$ cat src/hdl/gsbr_pkg.sv
// Shared constants and types of the gyro static bias removal block.
// Used by the divider, the axis lanes and the top level; depends on nothing.
package gsbr_pkg;

  // Number of gyro axes, one lane each.
  localparam int AXES = 3;

  // Fixed widths of the rate fields, the alignment register and the sums.
  localparam int FIELD_BITS = 32;
  localparam int ALIGN_BITS = 24;
  localparam int SUM_BITS   = 64;

  // Alignment length after reset, in navigation steps.
  localparam logic [ALIGN_BITS-1:0] ALIGN_RESET = 24'd30000;

  // Defaults of the top-level parameters.
  localparam int COUNT_BITS_DEF = 24;
  localparam int RATE_BITS_DEF  = 32;

  // Control that the sequencer hands to every axis lane.
  typedef struct packed {
    logic accumulate;  // add this request's rate to the running sum
    logic div_start;   // start the mean division
    logic correct;     // subtract the mean from the held rate
  } lane_ctrl_t;

endpackage

$ cat src/hdl/gsbr_div.sv
// Iterative restoring divider, one quotient bit per cycle.
// Unsigned dividend and divisor; uses gsbr_pkg for the default widths only.
module gsbr_div
  import gsbr_pkg::*;
#(
  parameter int DIVIDEND_BITS = SUM_BITS,
  parameter int DIVISOR_BITS  = COUNT_BITS_DEF
) (
  input  logic                     clk_i,
  input  logic                     rst_ni,
  input  logic                     start_i,
  input  logic [DIVIDEND_BITS-1:0] dividend_i,
  input  logic [DIVISOR_BITS-1:0]  divisor_i,
  output logic                     done_o,
  output logic [DIVIDEND_BITS-1:0] quotient_o
);

  localparam int CNT_BITS = $clog2(DIVIDEND_BITS + 1);

  logic [CNT_BITS-1:0]      cnt_q, cnt_d;
  logic                     done_q, done_d;
  logic [DIVIDEND_BITS-1:0] quo_q, quo_d;
  logic [DIVISOR_BITS:0]    rem_q, rem_d;
  logic [DIVISOR_BITS-1:0]  dvs_q, dvs_d;
  logic [DIVISOR_BITS:0]    rem_shift;
  logic                     fits;

  // One restoring step: shift in the next dividend bit, subtract if it fits.
  always_comb begin
    rem_shift = {rem_q[DIVISOR_BITS-1:0], quo_q[DIVIDEND_BITS-1]};
    fits      = rem_shift >= {1'b0, dvs_q};
    cnt_d     = cnt_q;
    done_d    = 1'b0;
    quo_d     = quo_q;
    rem_d     = rem_q;
    dvs_d     = dvs_q;
    if (start_i) begin
      cnt_d = CNT_BITS'(DIVIDEND_BITS);
      quo_d = dividend_i;
      rem_d = '0;
      dvs_d = divisor_i;
    end else if (cnt_q != '0) begin
      cnt_d  = cnt_q - 1'b1;
      done_d = (cnt_q == CNT_BITS'(1));
      quo_d  = {quo_q[DIVIDEND_BITS-2:0], fits};
      rem_d  = fits ? (rem_shift - {1'b0, dvs_q}) : rem_shift;
    end
  end

  // Control state is reset; the data path is not.
  always_ff @(posedge clk_i or negedge rst_ni) begin
    if (!rst_ni) begin
      cnt_q  <= '0;
      done_q <= 1'b0;
    end else begin
      cnt_q  <= cnt_d;
      done_q <= done_d;
    end
  end

  always_ff @(posedge clk_i) begin
    quo_q <= quo_d;
    rem_q <= rem_d;
    dvs_q <= dvs_d;
  end

  assign done_o     = done_q;
  assign quotient_o = quo_q;

endmodule

$ cat src/hdl/gsbr_lane.sv
// One axis lane: saturating rate sum, bias mean by iterative division,
// and saturated bias correction. Depends on gsbr_pkg and gsbr_div.
module gsbr_lane
  import gsbr_pkg::*;
#(
  parameter int COUNT_BITS = COUNT_BITS_DEF,
  parameter int RATE_BITS  = RATE_BITS_DEF
) (
  input  logic                         clk_i,
  input  logic                         rst_ni,
  input  lane_ctrl_t                   ctrl_i,
  input  logic signed [FIELD_BITS-1:0] rate_i,
  input  logic [COUNT_BITS-1:0]        sample_count_i,
  output logic                         done_o,
  output logic [FIELD_BITS-1:0]        result_o
);

  // Saturation range of the corrected rate and of the mean.
  localparam int SAT_BITS = (RATE_BITS > FIELD_BITS) ? FIELD_BITS : RATE_BITS;
  localparam logic signed [SUM_BITS:0] RATE_HI =
      (65'sd1 <<< (SAT_BITS - 1)) - 65'sd1;
  localparam logic signed [SUM_BITS:0] RATE_LO = -RATE_HI - 65'sd1;

  function automatic logic signed [SUM_BITS:0] clamp_rate(
      input logic signed [SUM_BITS:0] v);
    logic signed [SUM_BITS:0] r;
    r = v;
    if (v > RATE_HI) r = RATE_HI;
    if (v < RATE_LO) r = RATE_LO;
    return r;
  endfunction

  logic signed [SUM_BITS-1:0]   sum_q, sum_d;
  logic signed [SUM_BITS-1:0]   sum_add;
  logic signed [FIELD_BITS-1:0] mean_q, mean_d;
  logic                         neg_q;
  logic [SUM_BITS-1:0]          sum_mag;
  logic [SUM_BITS-1:0]          quo;
  logic                         div_done;
  logic signed [SUM_BITS:0]     quo_signed;
  logic signed [SUM_BITS:0]     diff;

  // Running sum that sticks at the signed 64-bit limits.
  always_comb begin
    sum_add = sum_q + SUM_BITS'(rate_i);
    sum_d   = sum_q;
    if (ctrl_i.accumulate) begin
      if ((sum_q[SUM_BITS-1] == rate_i[FIELD_BITS-1]) &&
          (sum_add[SUM_BITS-1] != sum_q[SUM_BITS-1])) begin
        sum_d = rate_i[FIELD_BITS-1] ? {1'b1, {(SUM_BITS-1){1'b0}}}
                                     : {1'b0, {(SUM_BITS-1){1'b1}}};
      end else begin
        sum_d = sum_add;
      end
    end
  end

  // The divider works on magnitudes; the sign is restored afterwards.
  assign sum_mag = sum_q[SUM_BITS-1] ? SUM_BITS'(-sum_q) : SUM_BITS'(sum_q);

  gsbr_div #(
    .DIVIDEND_BITS(SUM_BITS),
    .DIVISOR_BITS (COUNT_BITS)
  ) u_div (
    .clk_i     (clk_i),
    .rst_ni    (rst_ni),
    .start_i   (ctrl_i.div_start),
    .dividend_i(sum_mag),
    .divisor_i (sample_count_i),
    .done_o    (div_done),
    .quotient_o(quo)
  );

  // Truncated mean, clamped to the rate range; zero when nothing was counted.
  always_comb begin
    quo_signed = neg_q ? -$signed({1'b0, quo}) : $signed({1'b0, quo});
    mean_d     = mean_q;
    if (div_done) begin
      if (sample_count_i == '0) begin
        mean_d = '0;
      end else begin
        mean_d = FIELD_BITS'(clamp_rate(quo_signed));
      end
    end
  end

  always_ff @(posedge clk_i or negedge rst_ni) begin
    if (!rst_ni) begin
      sum_q  <= '0;
      mean_q <= '0;
      neg_q  <= 1'b0;
    end else begin
      sum_q  <= sum_d;
      mean_q <= mean_d;
      if (ctrl_i.div_start) begin
        neg_q <= sum_q[SUM_BITS-1];
      end
    end
  end

  // Corrected rate, or the input unchanged when no correction applies.
  assign diff     = (SUM_BITS + 1)'(rate_i) - (SUM_BITS + 1)'(mean_q);
  assign result_o = ctrl_i.correct ? FIELD_BITS'(clamp_rate(diff)) : rate_i;
  assign done_o   = div_done;

endmodule

$ cat src/hdl/gyro_static_bias_removal.sv
// Gyro static bias removal, top level: step sequencer, three axis lanes
// and the merging output register. Depends on gsbr_pkg and gsbr_lane.
//
// One request is one navigation step: three Q7.24 gyro rates and a sample
// valid flag. For the first alignment_steps - 1 steps the block sums the
// valid samples per axis and passes the rates through with aligning set.
// On the first step after that it divides each sum by the sample count and
// subtracts this mean from that and every later valid sample, saturated to
// the rate range. A request normally passes through the states accept, update
// and load output before the next request can be accepted. The first
// compensating step also runs the per-lane 64-bit restoring divider, one
// quotient bit a cycle, between update and load output. A result that waits
// in the output register does not block the next request. The alignment
// register may be written at any time the block is idle; no clearing pass
// is needed after reset.
module gyro_static_bias_removal
  import gsbr_pkg::*;
#(
  parameter int COUNT_BITS = COUNT_BITS_DEF,
  parameter int RATE_BITS  = RATE_BITS_DEF
) (
  input  logic                  clk_i,
  input  logic                  rst_ni,
  // Configuration write channel.
  input  logic                  cfg_valid_i,
  output logic                  cfg_ready_o,
  input  logic [ALIGN_BITS-1:0] cfg_data_i,
  // Input channel.
  input  logic                  in_valid_i,
  output logic                  in_ready_o,
  input  logic [FIELD_BITS-1:0] rate_x_i,
  input  logic [FIELD_BITS-1:0] rate_y_i,
  input  logic [FIELD_BITS-1:0] rate_z_i,
  input  logic                  sample_valid_i,
  // Result channel.
  output logic                  res_valid_o,
  input  logic                  res_ready_i,
  output logic [FIELD_BITS-1:0] out_rate_x_o,
  output logic [FIELD_BITS-1:0] out_rate_y_o,
  output logic [FIELD_BITS-1:0] out_rate_z_o,
  output logic                  out_valid_o,
  output logic                  aligning_o
);

  localparam int CMP_BITS = ((COUNT_BITS > ALIGN_BITS) ? COUNT_BITS : ALIGN_BITS) + 1;
  localparam logic [COUNT_BITS-1:0] COUNT_MAX = '1;

  typedef enum logic [3:0] {
    ST_IDLE = 4'b0001,
    ST_CALC = 4'b0010,
    ST_DIV  = 4'b0100,
    ST_OUT  = 4'b1000
  } state_e;

  state_e                       state_q, state_d;
  logic [ALIGN_BITS-1:0]        align_q;
  logic [COUNT_BITS-1:0]        step_q;
  logic [COUNT_BITS-1:0]        sample_count_q;
  logic                         mean_ready_q;
  logic                         align_flag_q;
  logic                         valid_q;
  logic signed [FIELD_BITS-1:0] rate_q [AXES];
  logic [FIELD_BITS-1:0]        rate_in [AXES];
  logic [FIELD_BITS-1:0]        lane_res [AXES];
  logic [AXES-1:0]              lane_done;
  lane_ctrl_t                   lane_ctrl;
  logic [CMP_BITS-1:0]          next_step;
  logic                         aligning_c;
  logic                         all_done;
  logic                         out_load;
  logic                         res_valid_q;
  logic [FIELD_BITS-1:0]        res_rate_q [AXES];
  logic                         res_sv_q;
  logic                         res_align_q;

  assign rate_in[0] = rate_x_i;
  assign rate_in[1] = rate_y_i;
  assign rate_in[2] = rate_z_i;

  // Configuration is always taken.
  assign cfg_ready_o = 1'b1;
  assign in_ready_o  = (state_q == ST_IDLE);

  // Next step count: saturate at the counter limit and at the alignment length.
  always_comb begin
    next_step = CMP_BITS'(step_q) + CMP_BITS'(1);
    if (next_step > CMP_BITS'(COUNT_MAX)) next_step = CMP_BITS'(COUNT_MAX);
    if (next_step > CMP_BITS'(align_q))   next_step = CMP_BITS'(align_q);
    aligning_c = next_step < CMP_BITS'(align_q);
  end

  // Merging: all lanes run the same divide, so they finish together.
  assign all_done = &lane_done;
  assign out_load = (state_q == ST_OUT) && (!res_valid_q || res_ready_i);

  // Step sequencer.
  always_comb begin
    state_d = state_q;
    unique case (state_q)
      ST_IDLE: begin
        if (in_valid_i) state_d = ST_CALC;
      end
      ST_CALC: begin
        if (!aligning_c && !mean_ready_q) begin
          state_d = ST_DIV;
        end else begin
          state_d = ST_OUT;
        end
      end
      ST_DIV: begin
        if (all_done) state_d = ST_OUT;
      end
      ST_OUT: begin
        if (out_load) state_d = ST_IDLE;
      end
      default: state_d = ST_IDLE;
    endcase
  end

  // Lane control for the current step.
  always_comb begin
    lane_ctrl.accumulate = (state_q == ST_CALC) && aligning_c && valid_q;
    lane_ctrl.div_start  = (state_q == ST_CALC) && !aligning_c && !mean_ready_q;
    lane_ctrl.correct    = valid_q && !align_flag_q;
  end

  always_ff @(posedge clk_i or negedge rst_ni) begin
    if (!rst_ni) begin
      state_q        <= ST_IDLE;
      align_q        <= ALIGN_RESET;
      step_q         <= '0;
      sample_count_q <= '0;
      mean_ready_q   <= 1'b0;
      align_flag_q   <= 1'b0;
      valid_q        <= 1'b0;
      res_valid_q    <= 1'b0;
    end else begin
      state_q <= state_d;
      if (cfg_valid_i && cfg_ready_o) begin
        align_q <= cfg_data_i;
      end
      if (in_valid_i && in_ready_o) begin
        valid_q <= sample_valid_i;
      end
      if (state_q == ST_CALC) begin
        step_q       <= next_step[COUNT_BITS-1:0];
        align_flag_q <= aligning_c;
        if (aligning_c) begin
          mean_ready_q <= 1'b0;
          if (valid_q && (sample_count_q != COUNT_MAX)) begin
            sample_count_q <= sample_count_q + 1'b1;
          end
        end
      end
      if ((state_q == ST_DIV) && all_done) begin
        mean_ready_q <= 1'b1;
      end
      if (out_load) begin
        res_valid_q <= 1'b1;
      end else if (res_ready_i) begin
        res_valid_q <= 1'b0;
      end
    end
  end

  // Payload registers of the held request and of the output stage.
  always_ff @(posedge clk_i) begin
    if (in_valid_i && in_ready_o) begin
      for (int k = 0; k < AXES; k++) begin
        rate_q[k] <= rate_in[k];
      end
    end
    if (out_load) begin
      for (int k = 0; k < AXES; k++) begin
        res_rate_q[k] <= lane_res[k];
      end
      res_sv_q    <= valid_q;
      res_align_q <= align_flag_q;
    end
  end

  // One lane per axis.
  for (genvar g = 0; g < AXES; g++) begin : g_lane
    gsbr_lane #(
      .COUNT_BITS(COUNT_BITS),
      .RATE_BITS (RATE_BITS)
    ) u_lane (
      .clk_i         (clk_i),
      .rst_ni        (rst_ni),
      .ctrl_i        (lane_ctrl),
      .rate_i        (rate_q[g]),
      .sample_count_i(sample_count_q),
      .done_o        (lane_done[g]),
      .result_o      (lane_res[g])
    );
  end

  assign res_valid_o  = res_valid_q;
  assign out_rate_x_o = res_rate_q[0];
  assign out_rate_y_o = res_rate_q[1];
  assign out_rate_z_o = res_rate_q[2];
  assign out_valid_o  = res_sv_q;
  assign aligning_o   = res_align_q;

  // The lanes finish their divisions in the same cycle.
  assert property (@(posedge clk_i) disable iff (!rst_ni)
      (lane_done == '0) || (lane_done == '1))
    else $error("axis lanes finished the mean division out of step");

  // A division starts only when no valid mean is held.
  assert property (@(posedge clk_i) disable iff (!rst_ni)
      lane_ctrl.div_start |-> !mean_ready_q)
    else $error("mean division started while a mean was ready");

  // A compensating result is only loaded with a computed mean.
  assert property (@(posedge clk_i) disable iff (!rst_ni)
      (out_load && !align_flag_q) |-> mean_ready_q)
    else $error("compensated result loaded without a mean");

  // A blocked output register keeps the sequencer waiting.
  assert property (@(posedge clk_i) disable iff (!rst_ni)
      ((state_q == ST_OUT) && res_valid_q && !res_ready_i) |=> (state_q == ST_OUT))
    else $error("sequencer left the output state while the result was blocked");

endmodule

$ cat config.mk
export PLATFORM = sky130hd
export DESIGN_NAME = gyro_static_bias_removal
export DESIGN_NICKNAME = d
export VERILOG_FILES = /design/src/hdl/gsbr_pkg.sv /design/src/hdl/gsbr_div.sv /design/src/hdl/gsbr_lane.sv /design/src/hdl/gyro_static_bias_removal.sv
export SDC_FILE = /design/constraint.sdc
export NUM_CORES = 2
export LEC_CHECK = 0
export ABC_AREA = 0
export BUFFER_PORTS_ARGS = -buffer_cell sky130_fd_sc_hd__buf_2
export CAP_MARGIN = 10
export CORE_MARGIN = 3
export CORE_UTILIZATION = 63
export CTS_BUF_LIST = sky130_fd_sc_hd__clkbuf_2
export DETAILED_ROUTE_END_ITERATION = 8
export GPL_TIMING_DRIVEN = 0
export PLACE_DENSITY = 0.81
export SETUP_SLACK_MARGIN = 0.4
export SLEW_MARGIN = 10
export SYNTH_ARGS = -nofsm -noshare
export SYNTH_HDL_FRONTEND = slang
export SYNTH_HIERARCHICAL = 1
export SYNTH_SLANG_ARGS = --single-unit
export TNS_END_PERCENT = 100
$ cat constraint.sdc
create_clock -name clk_i -period 17.96 [get_ports clk_i]
set_input_delay 1.796 -clock clk_i [delete_from_list [all_inputs] [get_ports clk_i]]
set_output_delay 1.796 -clock clk_i [all_outputs]
set_load 0.05 [all_outputs]
==> results.txt <==
The run finished with clean final reports. The final layout contains routed wiring with a total length of 221 mm. The fmax came out at between 80 and 90 MHz.

The number of H-tree branching levels is 5. Of the available clock period, the critical path in the final layout requires 65.8%. The hold violation count in the final report came out at 0. STA classifies the critical path endpoint as a flip-flop. Among all flip-flop cells after synthesis, the most frequent one is sky130_fd_sc_hd__edfxtp_1. In this run the remaining antenna-violating nets after routing total 0. The reported leakage power came out at roughly 31 nW. The clock buffer count from CTS is 276. The final worst clock skew came out at roughly 0.15 ns. Of the cells placed in the final design, the portion with a size suffix greater than 1 is between 10% and 20%. In this run the biggest area consumer among cell types represents approximately a fifth of the synthesized area. The global routing usage summed across all routing layers came out at approximately 37%. By instance count, the leading cell after synthesis is sky130_fd_sc_hd__nor2_1. The highest net fanout along the worst path came out at 40. After Yosys synthesis, XOR and XNOR cells account for under 10% of the synthesized area. The mean number of vias per cell came out at about 6.5. The aggregate global routing overflow is 0. The max-capacitance violation count is 0. The adder-cell share of the synthesized area is between 7 and 8%. The number of endpoints failing setup at the final stage came out at 0. The final layout contains about 9000 nets.

The number of placement rows is about 120. Of all cell types, the one taking the most synthesized area is sky130_fd_sc_hd__edfxtp_1. The arrival time of the worst setup path is 13.16 ns. The normalized max-slew margin came out at 16.6%. The first-pass iteration count of the detailed router is 6. The floorplan die width is around 340 microns. The clock transition time at the flip-flop clock pins of the worst setup and hold paths is 0.13 ns. CTS saw a little over 900 sinks. The floorplan step set the die height to 342 microns.

The number of standard cells after synthesis is just under 8000. The number of global-route vias before repair is 63100. In the routed design, unresolved DRC markers number 0. The count of cells in the finished layout, fillers not included, comes to a little over 10000. The post-cts gate resize count is 0.

The mean cell area of the mapped netlist came out at about 9.0 sq um. The half-perimeter wire length of the detailed placement result came out at 168 mm. For this design the ratio of total power to cell area is 183 mW/mm^2. By area the synthesized netlist is led by sky130_fd_sc_hd__edfxtp_1 19%, sky130_fd_sc_hd__dfrtp_1 14%, sky130_fd_sc_hd__ha_1 7.4%. The startpoint-to-endpoint class of the critical path is flip-flop to flip-flop. The number of synthesized flops with an enable pin is around 460. By area, the combinational part of the netlist is dominated by compound AO/OA/AOI/OAI gates.

After synthesis, the most frequently instantiated cells are 695 x sky130_fd_sc_hd__nor2_1, 590 x sky130_fd_sc_hd__a21oi_1, 531 x sky130_fd_sc_hd__o21ai_0. After clock tree synthesis, the setup repair step added 0 buffers. The layout overhead on the synthesized area is 8.25%. The Yosys step of the flow raised 6 warnings. The number of cells after detailed placement came out at roughly 9700. The die covers 0.117 sq mm. The synthesized netlist devotes around 22% of its cell area to compound gates. The number of synthesized register bits is 925.

The delay of the slowest critical-path stage came out at 0.63 ns. For this configuration, the core starts out at a cell density of between 60 and 70%. At the end of routability-driven placement, the weighted congestion stood at about 1.

For the worst setup path, the data required time is about 19 ns. The number of top-level pins is roughly 230. STA classifies the critical path startpoint as a flip-flop. The type of the worst min-delay path is input pin to flip-flop.

The minimum clock period is between 10 and 15 ns. The tree is rooted in a sky130_fd_sc_hd__clkbuf_2. The post-synthesis cell area came out at 0.0712 sq mm. Synthesis produced a netlist with a net count of around 8500.

The routed wirelength normalized by instance count came out at about 22 microns. The first routing iteration left roughly 6700 violations. In this run the tool buffered the top-level ports with 224 buffer cells. The share of flip-flops with an asynchronous set or reset is between 40% and 50%. The TritonCTS clock tree is done.

Across the VDD grid, the largest voltage drop is 0.154 mV. Of the total synthesized cell area, the portion taken by AND, OR, NAND and NOR gates is around 18%. The first global-routing pass estimated 346 mm of wire. The pin count of the biggest net entering global routing is roughly 100. The vias after detailed routing came out at 66200. After synthesis, the netlist uses roughly 130 different library cells.

The actual slew at the worst max-slew pin came out at between 1 and 1.5 ns. The number of max-slew violations in the final report came out at 0. Multiplexer cells account for 4.28% of the synthesized area. For this design, the slowest cell found on the critical path is sky130_fd_sc_hd__clkbuf_1. The clock insertion delay at the later pin of the skew report came out at ~1.8 ns. Setup repair after global routing left no endpoint under its margin.

The initial antenna violation count is 5. The worst hold margin came out at 0.238 ns. The portion of the post-synthesis area used by sequential elements came out at approximately a third. The core region area came out at between 0.1 and 0.15 sq mm. The clock passes through at most 4 buffers.
-- cell families (layout without fill, tap and decap cells) --
kind of cell             count (synthesis)  after routing
AO/OA/AOI/OAI                         2337           2337
XOR/XNOR                               630            630
adder cells (fa/ha/maj)                431            431
buffers and inverters                  857           1583
flip-flops                             925            925
multiplexers                           276            276
other                                    1              9
AND/OR/NAND/NOR                       2476           2476
-- report_power, final --
part	internal, mW	leakage (nW)	switching (mW)
logic	3.45	19.0	5.02
clock network	0.621	1.87	0.963
registers	3.07	9.85	0.994
total	7.13	30.8	6.98
-- final cells by class --
cell class | instances | area [sq um]
antenna | 8 | 20.0
buffer | 412 | 1890
clock buffer | 411 | 2060
clock inverter | 64 | 285
fill | 9110 | 34400
inverter | 445 | 1670
multi-input combinational | 6151 | 42600
sequential | 925 | 25100
tap | 1488 | 1860
timing repair buffer | 251 | 1630
-- sequential cells by signal, indices dropped and copies added, names as in the netlist, 72 cells and up --
register,cells
g_lane.u_lane/mean_q,96
g_lane.u_lane/sum_q,192
g_lane.u_lane/u_div/dvs_q,72
g_lane.u_lane/u_div/quotient_o,192
g_lane.u_lane/u_div/rem_q,72
rate_q,96
res_rate_q,96
-- layer usage --
layer / track usage, % / wire length [microns]
met1: 50.3 / 92500
met2: 56.9 / 98400
met3: 7.31 / 20900
met4: 16.5 / 9520
met5: 0 / 22
-- final timing paths --
path	startpoint	end	slack [ns]	cells after the start
setup / recovery	step_q[1]$_DFFE_PN0P_	g_lane[2].u_lane/u_div/quotient_o[6]$_DFFE_PP_	6.14	38
hold / removal	rate_z_i[28]	rate_q[0][92]$_DFFE_PP_	0.24	1
setup reg to reg	step_q[1]$_DFFE_PN0P_	g_lane[2].u_lane/u_div/quotient_o[6]$_DFFE_PP_	6.14	38
hold reg to reg	g_lane[2].u_lane/u_div/rem_q[5]$_SDFFE_PP0P_	g_lane[2].u_lane/u_div/rem_q[6]$_SDFFE_PP0P_	0.49	2
max in group asynchronous	rst_ni	g_lane[1].u_lane/sum_q[19]$_DFFE_PN0P_	15.57	4
min in group asynchronous	rst_ni	g_lane[2].u_lane/sum_q[25]$_DFFE_PN0P_	0.71	2
-- through the flow --
stage / utilization (%) / setup TNS, ns / area (sq um) / power [mW] / setup slack (ns)
floorplan: - / 0 / 71200 / 10.1 / 4.00
global route: 69.2 / 0 / 77100 / 15.2 / 5.46
finish: 69.2 / 0 / 77100 / 14.1 / 6.14
detailed placement: 67.0 / 0 / 74700 / 12.3 / 6.49
CTS: 69.2 / 0 / 77100 / 13.9 / 6.38
global placement: 66.6 / -283.86 / 74200 / 12.0 / -1.91
-- layout by cell type, fill, tap and decap left out, types with 111 or more instances in the layout --
cell type	instances
sky130_fd_sc_hd__a21oi_1	590
sky130_fd_sc_hd__dfrtp_1	387
sky130_fd_sc_hd__xor2_1	205
sky130_fd_sc_hd__nand4_1	134
sky130_fd_sc_hd__or3_1	111
sky130_fd_sc_hd__clkbuf_2	414
sky130_fd_sc_hd__o21ai_0	530
sky130_fd_sc_hd__nand2_1	498
sky130_fd_sc_hd__o31ai_1	131
sky130_fd_sc_hd__nand3_1	170
sky130_fd_sc_hd__nor4_1	116
sky130_fd_sc_hd__edfxtp_1	458
sky130_fd_sc_hd__ha_1	419
sky130_fd_sc_hd__xnor2_1	425
sky130_fd_sc_hd__a21o_1	191
sky130_fd_sc_hd__clkbuf_1	331
sky130_fd_sc_hd__nor3_1	192
sky130_fd_sc_hd__mux2_2	225
sky130_fd_sc_hd__inv_1	440
sky130_fd_sc_hd__buf_2	243
sky130_fd_sc_hd__nor2_1	694
-- worst max-delay path, delay by kind of cell (launching register included) --
kind	cells	cell delay [ns]
buf+inv	16	4.90
simple gates	14	3.81
compound gates	5	1.36
fa+ha+maj	3	0.77
flops	1	0.53
-- what timing repair did --
| item | in CTS | in global routing |
|---|---|---|
| endpoints found under the setup margin | 0 | 0 |
| hold buffers | 1 | 0 |
| endpoints found under the hold margin | 39 | 0 |
No activity file was read; power rests on OpenSTA's default activity.
